===== config.mk =====
export PLATFORM = sky130hd
export DESIGN_NAME = crc16_framed_packet_parser_core
export DESIGN_NICKNAME = d
export VERILOG_FILES = /design/src/sv/cfpp_pkg.sv /design/src/sv/cfpp_ram.sv /design/src/sv/cfpp_cmd_fifo.sv /design/src/sv/cfpp_parser.sv /design/src/sv/cfpp_emitter.sv /design/src/sv/crc16_framed_packet_parser_core.sv
export SDC_FILE = /design/constraint.sdc
export NUM_CORES = 1
export LEC_CHECK = 0
export BUFFER_PORTS_ARGS = -buffer_cell sky130_fd_sc_hd__buf_2
export CORE_MARGIN = 1.5
export CORE_UTILIZATION = 68
export DETAILED_ROUTE_END_ITERATION = 10
export GPL_ROUTABILITY_DRIVEN = 0
export PLACE_DENSITY_LB_ADDON = 0.1
export SLEW_MARGIN = 20
export SYNTH_ARGS = -nofsm -noshare
export SYNTH_HDL_FRONTEND = slang
export SYNTH_SLANG_ARGS = --single-unit

===== constraint.sdc =====
create_clock -name clk_i -period 4.5 [get_ports clk_i]
set_input_delay 0.675 -clock clk_i [delete_from_list [all_inputs] [get_ports clk_i]]
set_output_delay 0.675 -clock clk_i [all_outputs]
set_load 0.01 [all_outputs]

===== src/sv/cfpp_pkg.sv =====
`timescale 1ns / 1ps
`default_nettype none

package cfpp_pkg;

  // Body store depth; a legal length byte is 4 .. BODY_DEPTH+2.
  localparam int BODY_DEPTH = 32;
  // Body counter width: holds values up to BODY_DEPTH itself.
  localparam int CNT_W      = $clog2(BODY_DEPTH + 1);
  // Address of one entry inside one bank.
  localparam int AW         = (BODY_DEPTH > 1) ? $clog2(BODY_DEPTH) : 1;
  // Two banks: one filled by the parser, one drained by the emitter.
  localparam int RAM_AW     = AW + 1;
  localparam int RAM_DEPTH  = 2 ** RAM_AW;
  localparam int IDX_W      = 5;
  localparam int Q_DEPTH    = 2;
  localparam int Q_PTR_W    = $clog2(Q_DEPTH);
  localparam int Q_CNT_W    = $clog2(Q_DEPTH + 1);
  localparam int CFG_IDX_W  = 2;

  localparam logic [7:0]  SYNC_FIRST  = 8'h55;
  localparam logic [7:0]  SYNC_SECOND = 8'hAA;
  localparam logic [15:0] CRC_INIT    = 16'hFFFF;
  localparam logic [15:0] CRC_POLY    = 16'hA001;
  localparam logic [7:0]  LEN_MIN     = 8'd4;
  localparam logic [7:0]  LEN_MAX     = 8'(BODY_DEPTH + 2);

  typedef enum logic [2:0] {
    ST_OK   = 3'd0,
    ST_SYNC = 3'd1,
    ST_ID   = 3'd2,
    ST_LEN  = 3'd3,
    ST_CRC  = 3'd4
  } status_e;

  typedef enum logic [CFG_IDX_W-1:0] {
    CFG_REMOTE_HI = 2'd0,
    CFG_REMOTE_LO = 2'd1,
    CFG_SENSOR_HI = 2'd2,
    CFG_SENSOR_LO = 2'd3
  } cfg_reg_e;

  // One entry of the queue between parser and emitter.
  typedef struct packed {
    logic             is_run;
    status_e          status;
    logic             src;
    logic             bank;
    logic [CNT_W-1:0] count;
  } cmd_t;

  typedef struct packed {
    logic              we;
    logic [RAM_AW-1:0] addr;
    logic [7:0]        data;
  } ram_wr_t;

  typedef struct packed {
    logic              re;
    logic [RAM_AW-1:0] addr;
  } ram_rd_t;

  // CRC16-Modbus update by one byte, LSB first, reflected polynomial.
  function automatic logic [15:0] crc_feed(input logic [15:0] acc, input logic [7:0] b);
    logic [15:0] c;
    c = acc ^ {8'h00, b};
    for (int k = 0; k < 8; k++) begin
      if (c[0]) begin
        c = (c >> 1) ^ CRC_POLY;
      end else begin
        c = c >> 1;
      end
    end
    return c;
  endfunction

endpackage

`default_nettype wire


===== src/sv/cfpp_ram.sv =====
`timescale 1ns / 1ps
`default_nettype none

module cfpp_ram #(
  parameter int WIDTH = 8,
  parameter int DEPTH = 64
) (
  input  wire logic                     clk_i,
  input  wire logic                     we_i,
  input  wire logic [$clog2(DEPTH)-1:0] waddr_i,
  input  wire logic [WIDTH-1:0]         wdata_i,
  input  wire logic                     re_i,
  input  wire logic [$clog2(DEPTH)-1:0] raddr_i,
  output logic      [WIDTH-1:0]         rdata_o
);

  logic [WIDTH-1:0] mem_q [DEPTH];

  always_ff @(posedge clk_i) begin
    if (we_i) begin
      mem_q[waddr_i] <= wdata_i;
    end
    if (re_i) begin
      rdata_o <= mem_q[raddr_i];
    end
  end

endmodule

`default_nettype wire


===== src/sv/cfpp_cmd_fifo.sv =====
`timescale 1ns / 1ps
`default_nettype none

module cfpp_cmd_fifo (
  input  wire logic         clk_i,
  input  wire logic         rst_ni,
  input  wire logic         push_i,
  input  cfpp_pkg::cmd_t    push_cmd_i,
  output logic              full_o,
  input  wire logic         pop_i,
  output cfpp_pkg::cmd_t    head_o,
  output logic              empty_o
);

  cfpp_pkg::cmd_t                   mem_q [cfpp_pkg::Q_DEPTH];
  logic [cfpp_pkg::Q_PTR_W-1:0]     wr_ptr_q, rd_ptr_q;
  logic [cfpp_pkg::Q_CNT_W-1:0]     cnt_q, cnt_d;

  assign full_o  = (cnt_q == cfpp_pkg::Q_CNT_W'(cfpp_pkg::Q_DEPTH));
  assign empty_o = (cnt_q == '0);
  assign head_o  = mem_q[rd_ptr_q];

  always_comb begin
    cnt_d = cnt_q;
    if (push_i && !pop_i) begin
      cnt_d = cnt_q + 1'b1;
    end else if (pop_i && !push_i) begin
      cnt_d = cnt_q - 1'b1;
    end
  end

  always_ff @(posedge clk_i or negedge rst_ni) begin
    if (!rst_ni) begin
      wr_ptr_q <= '0;
      rd_ptr_q <= '0;
      cnt_q    <= '0;
    end else begin
      cnt_q <= cnt_d;
      if (push_i) begin
        wr_ptr_q <= wr_ptr_q + 1'b1;
      end
      if (pop_i) begin
        rd_ptr_q <= rd_ptr_q + 1'b1;
      end
    end
  end

  always_ff @(posedge clk_i) begin
    if (push_i) begin
      mem_q[wr_ptr_q] <= push_cmd_i;
    end
  end

endmodule

`default_nettype wire


===== src/sv/cfpp_parser.sv =====
`timescale 1ns / 1ps
`default_nettype none

module cfpp_parser (
  input  wire logic                           clk_i,
  input  wire logic                           rst_ni,
  input  wire logic                           cfg_valid_i,
  output logic                                cfg_ready_o,
  input  wire logic [cfpp_pkg::CFG_IDX_W-1:0] cfg_index_i,
  input  wire logic [7:0]                     cfg_data_i,
  input  wire logic                           in_valid_i,
  output logic                                in_ready_o,
  input  wire logic [7:0]                     rx_byte_i,
  output logic                                push_o,
  output cfpp_pkg::cmd_t                      push_cmd_o,
  input  wire logic                           q_full_i,
  input  wire logic                           run_done_i,
  output cfpp_pkg::ram_wr_t                   ram_wr_o
);

  typedef enum logic [7:0] {
    PH_HUNT1 = 8'b0000_0001,
    PH_HUNT2 = 8'b0000_0010,
    PH_LEN   = 8'b0000_0100,
    PH_IDH   = 8'b0000_1000,
    PH_IDL   = 8'b0001_0000,
    PH_BODY  = 8'b0010_0000,
    PH_CRCH  = 8'b0100_0000,
    PH_CRCL  = 8'b1000_0000
  } phase_e;

  phase_e                       phase_q, phase_d;
  logic [15:0]                  crc_q, crc_d;
  logic [cfpp_pkg::CNT_W-1:0]   exp_q, exp_d;
  logic [cfpp_pkg::CNT_W-1:0]   cnt_q, cnt_d;
  logic [cfpp_pkg::CNT_W-1:0]   cnt_inc;
  logic [7:0]                   id_hi_q, id_hi_d;
  logic                         src_q, src_d;
  logic [7:0]                   crc_hi_q, crc_hi_d;
  logic                         bank_q, bank_d;
  logic [1:0]                   runs_q, runs_d;
  logic [7:0]                   rem_hi_q, rem_lo_q, sen_hi_q, sen_lo_q;
  logic                         accept;
  logic                         run_push;

  assign cfg_ready_o = 1'b1;
  // Hold input when the queue is full, or a body byte would land in a bank still queued.
  assign in_ready_o  = !q_full_i && !(phase_q == PH_BODY && runs_q == 2'd2);
  assign accept      = in_valid_i && in_ready_o;
  assign cnt_inc     = cnt_q + 1'b1;
  assign run_push    = push_o && push_cmd_o.is_run;

  always_comb begin
    phase_d    = phase_q;
    crc_d      = crc_q;
    exp_d      = exp_q;
    cnt_d      = cnt_q;
    id_hi_d    = id_hi_q;
    src_d      = src_q;
    crc_hi_d   = crc_hi_q;
    push_o     = 1'b0;
    push_cmd_o = '{is_run: 1'b0, status: cfpp_pkg::ST_OK, src: 1'b0, bank: 1'b0, count: '0};
    ram_wr_o   = '{we: 1'b0, addr: {bank_q, cnt_q[cfpp_pkg::AW-1:0]}, data: rx_byte_i};
    if (accept) begin
      case (phase_q)
        PH_HUNT1: begin
          if (rx_byte_i == cfpp_pkg::SYNC_FIRST) begin
            phase_d = PH_HUNT2;
          end
        end
        PH_HUNT2: begin
          if (rx_byte_i == cfpp_pkg::SYNC_SECOND) begin
            phase_d = PH_LEN;
          end else begin
            push_o            = 1'b1;
            push_cmd_o.status = cfpp_pkg::ST_SYNC;
            phase_d           = PH_HUNT1;
          end
        end
        PH_LEN: begin
          if (rx_byte_i < cfpp_pkg::LEN_MIN || rx_byte_i > cfpp_pkg::LEN_MAX) begin
            push_o            = 1'b1;
            push_cmd_o.status = cfpp_pkg::ST_LEN;
            phase_d           = PH_HUNT1;
          end else begin
            crc_d   = cfpp_pkg::crc_feed(cfpp_pkg::CRC_INIT, rx_byte_i);
            exp_d   = cfpp_pkg::CNT_W'(rx_byte_i - 8'd2);
            cnt_d   = '0;
            phase_d = PH_IDH;
          end
        end
        PH_IDH: begin
          id_hi_d = rx_byte_i;
          crc_d   = cfpp_pkg::crc_feed(crc_q, rx_byte_i);
          phase_d = PH_IDL;
        end
        PH_IDL: begin
          // Remote ID wins when both match.
          if (id_hi_q == rem_hi_q && rx_byte_i == rem_lo_q) begin
            src_d   = 1'b0;
            crc_d   = cfpp_pkg::crc_feed(crc_q, rx_byte_i);
            cnt_d   = '0;
            phase_d = PH_BODY;
          end else if (id_hi_q == sen_hi_q && rx_byte_i == sen_lo_q) begin
            src_d   = 1'b1;
            crc_d   = cfpp_pkg::crc_feed(crc_q, rx_byte_i);
            cnt_d   = '0;
            phase_d = PH_BODY;
          end else begin
            push_o            = 1'b1;
            push_cmd_o.status = cfpp_pkg::ST_ID;
            phase_d           = PH_HUNT1;
          end
        end
        PH_BODY: begin
          ram_wr_o.we = 1'b1;
          crc_d       = cfpp_pkg::crc_feed(crc_q, rx_byte_i);
          cnt_d       = cnt_inc;
          if (cnt_inc >= exp_q) begin
            phase_d = PH_CRCH;
          end
        end
        PH_CRCH: begin
          crc_hi_d = rx_byte_i;
          phase_d  = PH_CRCL;
        end
        PH_CRCL: begin
          push_o  = 1'b1;
          phase_d = PH_HUNT1;
          if ({crc_hi_q, rx_byte_i} != crc_q) begin
            push_cmd_o.status = cfpp_pkg::ST_CRC;
          end else begin
            push_cmd_o.is_run = 1'b1;
            push_cmd_o.src    = src_q;
            push_cmd_o.bank   = bank_q;
            push_cmd_o.count  = exp_q;
          end
        end
        default: begin
          phase_d = PH_HUNT1;
        end
      endcase
    end
  end

  // Flip banks on each queued run; count runs not yet fully emitted.
  always_comb begin
    bank_d = bank_q ^ run_push;
    runs_d = runs_q;
    if (run_push && !run_done_i) begin
      runs_d = runs_q + 2'd1;
    end else if (run_done_i && !run_push) begin
      runs_d = runs_q - 2'd1;
    end
  end

  always_ff @(posedge clk_i or negedge rst_ni) begin
    if (!rst_ni) begin
      phase_q  <= PH_HUNT1;
      crc_q    <= cfpp_pkg::CRC_INIT;
      exp_q    <= '0;
      cnt_q    <= '0;
      id_hi_q  <= '0;
      src_q    <= 1'b0;
      crc_hi_q <= '0;
      bank_q   <= 1'b0;
      runs_q   <= '0;
      rem_hi_q <= '0;
      rem_lo_q <= '0;
      sen_hi_q <= '0;
      sen_lo_q <= '0;
    end else begin
      phase_q  <= phase_d;
      crc_q    <= crc_d;
      exp_q    <= exp_d;
      cnt_q    <= cnt_d;
      id_hi_q  <= id_hi_d;
      src_q    <= src_d;
      crc_hi_q <= crc_hi_d;
      bank_q   <= bank_d;
      runs_q   <= runs_d;
      if (cfg_valid_i) begin
        case (cfg_index_i)
          cfpp_pkg::CFG_REMOTE_HI: rem_hi_q <= cfg_data_i;
          cfpp_pkg::CFG_REMOTE_LO: rem_lo_q <= cfg_data_i;
          cfpp_pkg::CFG_SENSOR_HI: sen_hi_q <= cfg_data_i;
          cfpp_pkg::CFG_SENSOR_LO: sen_lo_q <= cfg_data_i;
          default: begin
          end
        endcase
      end
    end
  end

endmodule

`default_nettype wire


===== src/sv/cfpp_emitter.sv =====
`timescale 1ns / 1ps
`default_nettype none

module cfpp_emitter (
  input  wire logic                       clk_i,
  input  wire logic                       rst_ni,
  input  cfpp_pkg::cmd_t                  head_i,
  input  wire logic                       q_empty_i,
  output logic                            pop_o,
  output cfpp_pkg::ram_rd_t               ram_rd_o,
  input  wire logic [7:0]                 ram_rdata_i,
  output logic                            run_done_o,
  output logic                            out_valid_o,
  input  wire logic                       out_ready_i,
  output logic [2:0]                      frame_status_o,
  output logic                            source_o,
  output logic [7:0]                      body_byte_o,
  output logic [cfpp_pkg::IDX_W-1:0]      byte_index_o,
  output logic                            last_of_run_o
);

  typedef enum logic [2:0] {
    E_IDLE = 3'b001,
    E_READ = 3'b010,
    E_LOAD = 3'b100
  } emit_state_e;

  emit_state_e                  state_q, state_d;
  logic                         src_q, src_d;
  logic                         bank_q, bank_d;
  logic [cfpp_pkg::CNT_W-1:0]   n_q, n_d;
  logic [cfpp_pkg::CNT_W-1:0]   idx_q, idx_d;
  logic                         last;
  logic                         out_free;
  logic                         load;
  logic                         valid_q, valid_d;
  cfpp_pkg::status_e            status_d, status_q;
  logic                         osrc_d, osrc_q;
  logic [7:0]                   byte_d, byte_q;
  logic [cfpp_pkg::IDX_W-1:0]   oidx_d, oidx_q;
  logic                         olast_d, olast_q;

  assign out_free = !valid_q || out_ready_i;
  assign last     = (idx_q == cfpp_pkg::CNT_W'(n_q - 1'b1));

  always_comb begin
    state_d    = state_q;
    src_d      = src_q;
    bank_d     = bank_q;
    n_d        = n_q;
    idx_d      = idx_q;
    pop_o      = 1'b0;
    run_done_o = 1'b0;
    load       = 1'b0;
    ram_rd_o   = '{re: 1'b0, addr: {bank_q, idx_q[cfpp_pkg::AW-1:0]}};
    status_d   = cfpp_pkg::ST_OK;
    osrc_d     = src_q;
    byte_d     = ram_rdata_i;
    oidx_d     = cfpp_pkg::IDX_W'(idx_q);
    olast_d    = last;
    case (state_q)
      E_IDLE: begin
        if (!q_empty_i) begin
          if (head_i.is_run) begin
            pop_o   = 1'b1;
            src_d   = head_i.src;
            bank_d  = head_i.bank;
            n_d     = head_i.count;
            idx_d   = '0;
            state_d = E_READ;
          end else if (out_free) begin
            // Error: one result, zero payload.
            pop_o    = 1'b1;
            load     = 1'b1;
            status_d = head_i.status;
            osrc_d   = 1'b0;
            byte_d   = '0;
            oidx_d   = '0;
            olast_d  = 1'b1;
          end
        end
      end
      E_READ: begin
        ram_rd_o.re = 1'b1;
        state_d     = E_LOAD;
      end
      E_LOAD: begin
        if (out_free) begin
          load = 1'b1;
          if (last) begin
            run_done_o = 1'b1;
            state_d    = E_IDLE;
          end else begin
            idx_d   = idx_q + 1'b1;
            state_d = E_READ;
          end
        end
      end
      default: begin
        state_d = E_IDLE;
      end
    endcase
  end

  always_comb begin
    valid_d = valid_q && !out_ready_i;
    if (load) begin
      valid_d = 1'b1;
    end
  end

  always_ff @(posedge clk_i or negedge rst_ni) begin
    if (!rst_ni) begin
      state_q <= E_IDLE;
      src_q   <= 1'b0;
      bank_q  <= 1'b0;
      n_q     <= '0;
      idx_q   <= '0;
      valid_q <= 1'b0;
    end else begin
      state_q <= state_d;
      src_q   <= src_d;
      bank_q  <= bank_d;
      n_q     <= n_d;
      idx_q   <= idx_d;
      valid_q <= valid_d;
    end
  end

  always_ff @(posedge clk_i) begin
    if (load) begin
      status_q <= status_d;
      osrc_q   <= osrc_d;
      byte_q   <= byte_d;
      oidx_q   <= oidx_d;
      olast_q  <= olast_d;
    end
  end

  assign out_valid_o    = valid_q;
  assign frame_status_o = status_q;
  assign source_o       = osrc_q;
  assign body_byte_o    = byte_q;
  assign byte_index_o   = oidx_q;
  assign last_of_run_o  = olast_q;

endmodule

`default_nettype wire


===== src/sv/crc16_framed_packet_parser_core.sv =====
`timescale 1ns / 1ps
`default_nettype none

// Channel   Direction  Handshake                 Payload
// cfg       in         cfg_valid_i / cfg_ready_o cfg_index_i[1:0], cfg_data_i[7:0]
// rx        in         in_valid_i / in_ready_o   rx_byte_i[7:0]
// result    out        out_valid_o / out_ready_i frame_status_o, source_o, body_byte_o,
//                                                byte_index_o, last_of_run_o
//
// The parser takes one received byte per cycle while in_ready_o is high; CRC, ID match
// and body store write all complete in the cycle the beat is taken.
// Each body result passes the emitter's read state (registered body RAM read), then
// its load state (output register load); an error result is loaded straight from idle.
// rx stalls while the two-entry command queue is full, or while a body byte
// would land in a RAM bank whose run is still waiting to be emitted.
// Reset clears control state only; the body RAM needs no clearing pass.
module crc16_framed_packet_parser_core (
  input  wire logic                           clk_i,
  input  wire logic                           rst_ni,
  input  wire logic                           cfg_valid_i,
  output logic                                cfg_ready_o,
  input  wire logic [cfpp_pkg::CFG_IDX_W-1:0] cfg_index_i,
  input  wire logic [7:0]                     cfg_data_i,
  input  wire logic                           in_valid_i,
  output logic                                in_ready_o,
  input  wire logic [7:0]                     rx_byte_i,
  output logic                                out_valid_o,
  input  wire logic                           out_ready_i,
  output logic [2:0]                          frame_status_o,
  output logic                                source_o,
  output logic [7:0]                          body_byte_o,
  output logic [cfpp_pkg::IDX_W-1:0]          byte_index_o,
  output logic                                last_of_run_o
);

  // Front to back: one command per finished frame or detected fault.
  logic              q_push, q_full, q_pop, q_empty;
  cfpp_pkg::cmd_t    q_push_cmd, q_head;
  // Run completion releases a RAM bank back to the parser.
  logic              run_done;
  cfpp_pkg::ram_wr_t ram_wr;
  cfpp_pkg::ram_rd_t ram_rd;
  logic [7:0]        ram_rdata;

  // Front: sync hunt, length/ID checks, CRC, body capture into the open bank.
  cfpp_parser u_parser (
    .clk_i       (clk_i),
    .rst_ni      (rst_ni),
    .cfg_valid_i (cfg_valid_i),
    .cfg_ready_o (cfg_ready_o),
    .cfg_index_i (cfg_index_i),
    .cfg_data_i  (cfg_data_i),
    .in_valid_i  (in_valid_i),
    .in_ready_o  (in_ready_o),
    .rx_byte_i   (rx_byte_i),
    .push_o      (q_push),
    .push_cmd_o  (q_push_cmd),
    .q_full_i    (q_full),
    .run_done_i  (run_done),
    .ram_wr_o    (ram_wr)
  );

  cfpp_cmd_fifo u_cmd_fifo (
    .clk_i      (clk_i),
    .rst_ni     (rst_ni),
    .push_i     (q_push),
    .push_cmd_i (q_push_cmd),
    .full_o     (q_full),
    .pop_i      (q_pop),
    .head_o     (q_head),
    .empty_o    (q_empty)
  );

  // Two banks of BODY_DEPTH bytes: write side from the parser, read side from the emitter.
  cfpp_ram #(
    .WIDTH (8),
    .DEPTH (cfpp_pkg::RAM_DEPTH)
  ) u_body_ram (
    .clk_i   (clk_i),
    .we_i    (ram_wr.we),
    .waddr_i (ram_wr.addr),
    .wdata_i (ram_wr.data),
    .re_i    (ram_rd.re),
    .raddr_i (ram_rd.addr),
    .rdata_o (ram_rdata)
  );

  // Back: drain commands, walk the body bank, drive the output register.
  cfpp_emitter u_emitter (
    .clk_i          (clk_i),
    .rst_ni         (rst_ni),
    .head_i         (q_head),
    .q_empty_i      (q_empty),
    .pop_o          (q_pop),
    .ram_rd_o       (ram_rd),
    .ram_rdata_i    (ram_rdata),
    .run_done_o     (run_done),
    .out_valid_o    (out_valid_o),
    .out_ready_i    (out_ready_i),
    .frame_status_o (frame_status_o),
    .source_o       (source_o),
    .body_byte_o    (body_byte_o),
    .byte_index_o   (byte_index_o),
    .last_of_run_o  (last_of_run_o)
  );

  // The parser never pushes into a full queue.
  a_no_push_full: assert property (@(posedge clk_i) disable iff (!rst_ni)
    !(q_push && q_full))
    else $error("command pushed into full queue");

  // A body write never hits the entry the emitter is reading.
  a_bank_split: assert property (@(posedge clk_i) disable iff (!rst_ni)
    (ram_wr.we && ram_rd.re) |-> (ram_wr.addr[cfpp_pkg::RAM_AW-1] !=
                                  ram_rd.addr[cfpp_pkg::RAM_AW-1]))
    else $error("body write collides with bank under emission");

  // Error results carry a zero payload and close their run.
  a_err_shape: assert property (@(posedge clk_i) disable iff (!rst_ni)
    (out_valid_o && frame_status_o != cfpp_pkg::ST_OK) |->
      (last_of_run_o && !source_o && body_byte_o == 8'd0 && byte_index_o == '0))
    else $error("malformed error result");

  // A run completes only as its final good result is loaded, which then shows on the output.
  a_done_ok: assert property (@(posedge clk_i) disable iff (!rst_ni)
    run_done |=> (out_valid_o && last_of_run_o && frame_status_o == cfpp_pkg::ST_OK))
    else $error("run finished without a final good result");

endmodule

`default_nettype wire

==> flow_metrics.tcl, run 1 <==
set metrics [dict create \
    drt_iter0_drc 1524 \
    rows 74 \
    drv_cap 0 \
    yosysWarnings 0 \
    finalPower_uw 15680 \
    skew_ns 0.02146 \
    worstSkewPairLatency_ns 0.60 \
    final_area_mm2 0.03109 \
    yosysMostFrequentCell "edfxtp_1" \
    path_delay_family "simple AND/OR/NAND/NOR gates" \
    wl_per_cell_um 26.75 \
    synthesis.area_mm2 0.02814 \
    antenna_found_initial 4 \
    dp.cells 2206 \
    grt_use_total_pct 30.37 \
    grt_max_degree 73 \
    drive_above_1_share_pct 18.90 \
    root_buffer "clkbuf_16" \
    max-slew-margin-rel_pct 37.23 \
    syn_nets 1743 \
    path_max_fanout 12 \
    period_share_pct 75.28 \
    critPathMaxStageDelay_ns 0.61 \
    hold_viol_final 0 \
    fmax_mhz 295.2 \
    critPathRequiredTime_ns 4.77 \
    core_mm2 0.04083 \
    ios 44 \
    power.density_mw_per_mm2 504.4 \
    min_period_ns 3.387 \
    critPathBufInv 0 \
    ys.flop_type "edfxtp_1" \
    startpoint_type "register" \
    grt-ovfl-total 0 \
    syn_inst 1688 \
    fin_util_pct 76.14 \
    cts.path.max_buffers 3 \
    dr.pass1.iters 5 \
    numCtsBuffers 67 \
    routed-via-count 15590 \
    synth_area_leader_cell "edfxtp_1" \
    ys_seq_area_share_pct 69.82 \
    synth-edff-count 562 \
    h-tree-depth 3 \
    cp_slowest_cell "or4_4" \
    clock_sinks 672 \
    die_height_um 206.4 \
    cts_tree "done" \
    areaGrowthSynthToFinish_pct 10.46 \
    async_reset_ff_share_pct 16.37 \
    hold_buffers 0 \
    placed_area_mm2 0.02893 \
    critical_path_class "reg -> reg" \
    outcome "complete, no violations" \
    synthTopCellsByArea "edfxtp_1, dfrtp_1, mux4_2" \
    tightest_slew_ns 0.9416 \
    port_buffers 42 \
    syn_area_per_cell_um2 16.67 \
    hpwl_mm 38.75 \
    die_w_um 206.4 \
    ys_top_cells_by_count "edfxtp_1, mux2i_1, nor2_1, dfrtp_1" \
    ys_ff_latch 672 \
    synth_top_area_share_pct 59.96 \
    cts_resized 0 \
    die_area_mm2 0.04262 \
    finalSetupViolations 0 \
    post_cts.repair.setup_buffers 0 \
    cp.arrival_ns 3.65 \
    rsz0062_at_grt "no" \
    worstSetupEndpointType "register" \
    tns_ns 0 \
    vias_per_cell 6.696 \
    cp_cell_sequence "or4_4, nor4b_4, a32oi_1, nand2_2, nor3_2, nand2_1, nor2_1" \
    grt_pass1_vias 15360 \
    grt_pass1_wl_mm 94.16 \
    hp-class "in -> async" \
    fin_cells 2328 \
    power_leakage_uw 0.01019 \
    wirelength_mm 62.27 \
    final_nets 1798 \
    clk_pin_slew_worst_paths_ns 0.06 \
    ant_nets 0 \
    final_max_slew_viol_count 0 \
    drc 0 \
    peakVddDrop_uv 371.7 \
    yosysUniqueCellTypes 72 \
    start_util_pct 68.93 \
]
## sequential cells by signal, indices dropped and copies added (netlist names), 8 cells and up
signal / count
u_parser.phase_q: 8
u_emitter.body_byte_o: 8
u_cmd_fifo.mem_q: 24
u_parser.id_hi_q: 8
u_parser.sen_lo_q: 8
u_body_ram.rdata_o: 8
u_body_ram.mem_q: 512
u_parser.rem_hi_q: 8
u_parser.sen_hi_q: 8
u_parser.rem_lo_q: 8
u_parser.crc_hi_q: 8
u_parser.crc_q: 16
## worst paths after layout
check	startpoint	to	slack, ns	depth (start not counted)
worst max-delay path	u_parser.phase_q[1]$_DFFE_PN0P_	u_body_ram.mem_q[60][3]$_DFFE_PP_	1.11	7
worst min-delay path	rst_ni	u_parser.id_hi_q[2]$_DFFE_PN0P_	0.23	1
worst max register to register	u_parser.phase_q[1]$_DFFE_PN0P_	u_body_ram.mem_q[60][3]$_DFFE_PP_	1.11	7
worst min register to register	u_parser.crc_q[10]$_DFFE_PN1P_	u_parser.crc_q[10]$_DFFE_PN1P_	0.49	2
max in group asynchronous	rst_ni	u_parser.phase_q[0]$_DFFE_PN1P_	3.45	2
min in group clk_i	cfg_data_i[1]	u_parser.sen_hi_q[1]$_DFFE_PN0P_	0.37	2
## stage by stage
stage / setup WS, ns / hold WS, ns
floorplan: 1.305 / 0.3794
global placement: 0.9332 / 0.4711
detailed placement: 0.8532 / 0.4800
CTS: 1.162 / 0.2499
global route: 0.9894 / 0.3183
finish: 1.113 / 0.2310
## area by class of cell
cell class                      instances  area [um^2]
Tap cell                              532        665.6
Fill cell                            2323         9742
Timing Repair Buffer                   75        523.0
Antenna cell                            2        5.005
Clock buffer                           91         1829
Inverter                               33        123.9
Clock inverter                         29        322.8
Multi-Input combinational cell        894         7964
Sequential cell                       672        19660
## worst reg2reg max path: stages, from the launching register on
cell and delay (ns):
dfrtp_1 0.46, or4_4 0.61, nor4b_4 0.44, a32oi_1 0.21, nand2_2 0.37, nor3_2 0.13
nand2_1 0.49, nor2_1 0.36
## layer usage
layer	GRT usage (%)	vias to the layer above	routed length [um]
li1	-	6741	-
met1	43.09	7944	24680
met2	49.12	787	30720
met3	4.825	116	5181
met4	9.420	0	1680
met5	0	-	0
## placed cells by master (no fill, tap or decap), types with 5 or more instances in the layout
cell	Yosys	final
inv_1	33	33
mux4_2	72	72
xnor2_1	72	72
nor3_1	10	10
o22a_1	6	6
buf_2	25	41
nand3_1	38	38
mux2i_1	132	132
clkbuf_1	45	20
buf_12	0	5
nand2b_1	6	6
o221ai_1	69	69
o211ai_1	6	6
mux2_2	45	45
clkinv_1	0	9
a21oi_1	38	38
clkbuf_16	0	69
dfstp_2	18	18
nor2b_1	5	5
edfxtp_1	562	562
nand4_1	14	14
a211oi_1	13	13
nand2_1	33	31
buf_4	6	29
dfrtp_1	92	90
ha_1	32	32
clkinv_2	0	7
nor2_1	113	113
xor2_1	23	23
o21ai_0	33	33
bufinv_16	0	6
a32o_1	5	5
mux2_4	8	8
o22ai_1	21	21
and2_1	23	23
## where the power goes
group,internal (uW),switching (uW)
Clock,3210,2270
Sequential,7050,310
Combinational,1300,1540
Total,11600,4120
## logic make-up after synthesis
logic type / after synthesis / synth area share (%)
XOR/XNOR: 96 / 3.036
adder cells (fa/ha/maj): 32 / 1.423
AND/OR/NAND/NOR: 284 / 5.241
buffers and inverters: 122 / 1.898
AO/OA/AOI/OAI: 221 / 5.762
other: 1 / 0.01332
multiplexers: 260 / 12.80
flip-flops: 672 / 69.82
(Power assumes the default switching activity.)
==> inputs of run 2 (changes only) <==
Settings changed: CORE_UTILIZATION 68 to 63.
Clock period 4.5 ns to 3.4 ns, I/O delays scaled along.
==> run 2 against run 1 <==
  * Critical path depth stayed put
  * Wire length up 3.1%
  * Critical endpoint is now u_body_ram.rdata_o[2]$_DFFE_PP_
  * Largest cell class unchanged
  * Highest routed layer unchanged
  * Combinational power up 40%
==> flow_metrics.tcl, run 2 (synthesis gave the netlist of run 1 again) <==
set metrics [dict create \
    antenna_found_initial 3 \
    drt_iter0_drc 1682 \
    clk_pin_slew_worst_paths_ns 0.06 \
    final_nets 1884 \
    hp-class "in -> reg" \
    vias_per_cell 6.376 \
    final_max_slew_viol_count 0 \
    reg2reg_from "u_emitter.idx_q[2]$_DFFE_PN0P_" \
    grt-ovfl-total 0 \
    min_period_ns 3.140 \
    clock_sinks 672 \
    power.density_mw_per_mm2 659.1 \
    finalSetupViolations 0 \
    grt_max_degree 76 \
    cts_tree "done" \
    period_share_pct 92.37 \
    rsz0062_at_grt "no" \
    grt_pass1_wl_mm 97.79 \
    areaGrowthSynthToFinish_pct 13.30 \
    reg2reg_slack_ns 0.26 \
    switching_share_pct 26.36 \
    port_buffers 42 \
    wirelength_mm 64.20 \
    dp.cells 2351 \
    reg2reg_to "u_body_ram.rdata_o[2]$_DFFE_PP_" \
    numCtsBuffers 67 \
    drv_cap 0 \
    post_cts.repair.setup_buffers 0 \
    drc 0 \
    p_clk_share_pct 35.1 \
    routed-via-count 15770 \
    max-slew-margin-rel_pct 45.55 \
    startpoint_type "register" \
    path_max_fanout 16 \
    drive_above_1_share_pct 22.83 \
    worstSetupEndpointType "register" \
    die_w_um 214.4 \
    critPathLaunch "u_emitter.idx_q[2]$_DFFE_PN0P_" \
    comb_power_share_pct 18.9 \
    multiInputGateArea_mm2 0.007966 \
    die_area_mm2 0.04595 \
    grt_use_total_pct 28.57 \
    worstSetupEndpoint "u_body_ram.rdata_o[2]$_DFFE_PP_" \
    placed_area_mm2 0.02967 \
    critPathRequiredTime_ns 3.77 \
    hold_viol_final 0 \
    h-tree-depth 3 \
    regArea_mm2 0.01966 \
    tns_ns 0 \
    p_switching_uw 5540 \
    fmax_mhz 318.4 \
    hpwl_mm 42.17 \
    nFillCells 2812 \
    reg2regPathDepth 7 \
    final_common_cell "edfxtp_1" \
    reg.largest.list "u_body_ram.mem_q (512), u_cmd_fifo.mem_q (24), u_parser.crc_q (16)" \
    critical_path_class "reg -> reg" \
    peakVddDrop_uv 471.1 \
    internal_power_uw 15480 \
    root_buffer "clkbuf_16" \
    cp.arrival_ns 3.51 \
    dr.pass1.iters 5 \
    worstSkewPairLatency_ns 0.60 \
    outcome "complete, no violations" \
    final_area_mm2 0.03189 \
    start_util_pct 63.78 \
    rows 77 \
    core_mm2 0.04412 \
    skew_ns 0.02233 \
    ant_nets 0 \
    fin_cells 2473 \
    largest_register_ffs 512 \
    seqPwrFrac_pct 46.0 \
    wl_per_cell_um 25.96 \
    grt_pass1_vias 15620 \
    regMostFlops "u_body_ram.mem_q" \
    ios 44 \
    die_height_um 214.4 \
    power_leakage_uw 0.01066 \
    mostFrequentLayoutCells "edfxtp_1, mux2i_1, nor2_1, buf_4, dfrtp_1" \
    tightest_slew_ns 0.8138 \
    cts.path.max_buffers 3 \
]
==> run 2: cell count changes in the layout (fill, tap and decap cells not counted), sizes merged <==
cell	before	now
clkinv	18	21
buf	75	160
clkbuf	91	86
clkinvlp	2	4
dlygate4sd3	0	1
inv	36	35
==> run 2: critical path, stage by stage, from the launching register on <==
cell,delay [ns]
dfrtp_1,0.57
nand2_2,0.42
buf_4,0.31
o221ai_1,0.36
o21ai_0,0.19
a211oi_1,0.53
nor3_1,0.21
a21oi_1,0.31
==> run 2: metal layers <==
metal | wire length, um | global-route usage [%] | part of all wire, %
met1 | 26990 | 42.40 | 42
met2 | 30460 | 44.56 | 47
met3 | 4915 | 4.014 | 7.7
met4 | 1835 | 9.249 | 2.9
met5 | 0 | 0 | 0
==> run 2: metrics by stage <==
step           worst slack, ns  hold WS, ns  util [%]  total power (uW)
4_1_cts                0.06473       0.1826     72.25             21110
3_3_place_gp            0.1810       0.4724     67.24             13700
6_report                0.2595       0.2028     72.27             21020
3_5_place_dp           0.09917       0.4753     67.24             13780
5_1_grt                 0.1461       0.2069     72.25             21740
2_1_floorplan           0.3601       0.2144         -             12550
==> run 2: area by class of cell <==
cell class	count	area share [%]
sequential	672	61.64
multi-input combinational	894	24.98
clock buffer	86	5.905
timing repair buffer	161	3.751
tap	592	2.323
clock inverter	33	0.9888
inverter	33	0.3885
antenna	2	0.01570
==> run 2: power by group through the flow <==
stage / clock (uW) / sequential [uW] / combinational (uW)
3_3_place_gp: 0 / 9810 / 3890
6_report: 7390 / 9660 / 3970
3_5_place_dp: 0 / 9830 / 3960
4_1_cts: 7470 / 9660 / 3980
5_1_grt: 7780 / 9690 / 4260
2_1_floorplan: 0 / 9720 / 2840
==> run 2: timing repair <==
| action | CTS | global route |
|---|---|---|
| resized for setup | 0 | 1 |
| hold buffers | 1 | 0 |
| setup endpoints to repair | 0 | 12 |
| endpoints found under the hold margin | 25 | 0 |
==> run 2: worst min path at each step <==
stage                                   startpoint                                to  slack, ns  cells past startpoint
finish                               cfg_data_i[6]  u_parser.rem_hi_q[6]$_DFFE_PN0P_       0.20                      2
global route                         cfg_data_i[3]  u_parser.rem_hi_q[3]$_DFFE_PN0P_       0.21                      2
CTS                                  cfg_data_i[3]  u_parser.rem_hi_q[3]$_DFFE_PN0P_       0.18                      2
detailed placement  u_parser.crc_q[10]$_DFFE_PN1P_    u_parser.crc_q[10]$_DFFE_PN1P_       0.48                      2
global placement    u_parser.crc_q[10]$_DFFE_PN1P_    u_parser.crc_q[10]$_DFFE_PN1P_       0.47                      2
floorplan                                   rst_ni   u_cmd_fifo.cnt_q[0]$_DFFE_PN0P_       0.21                      0
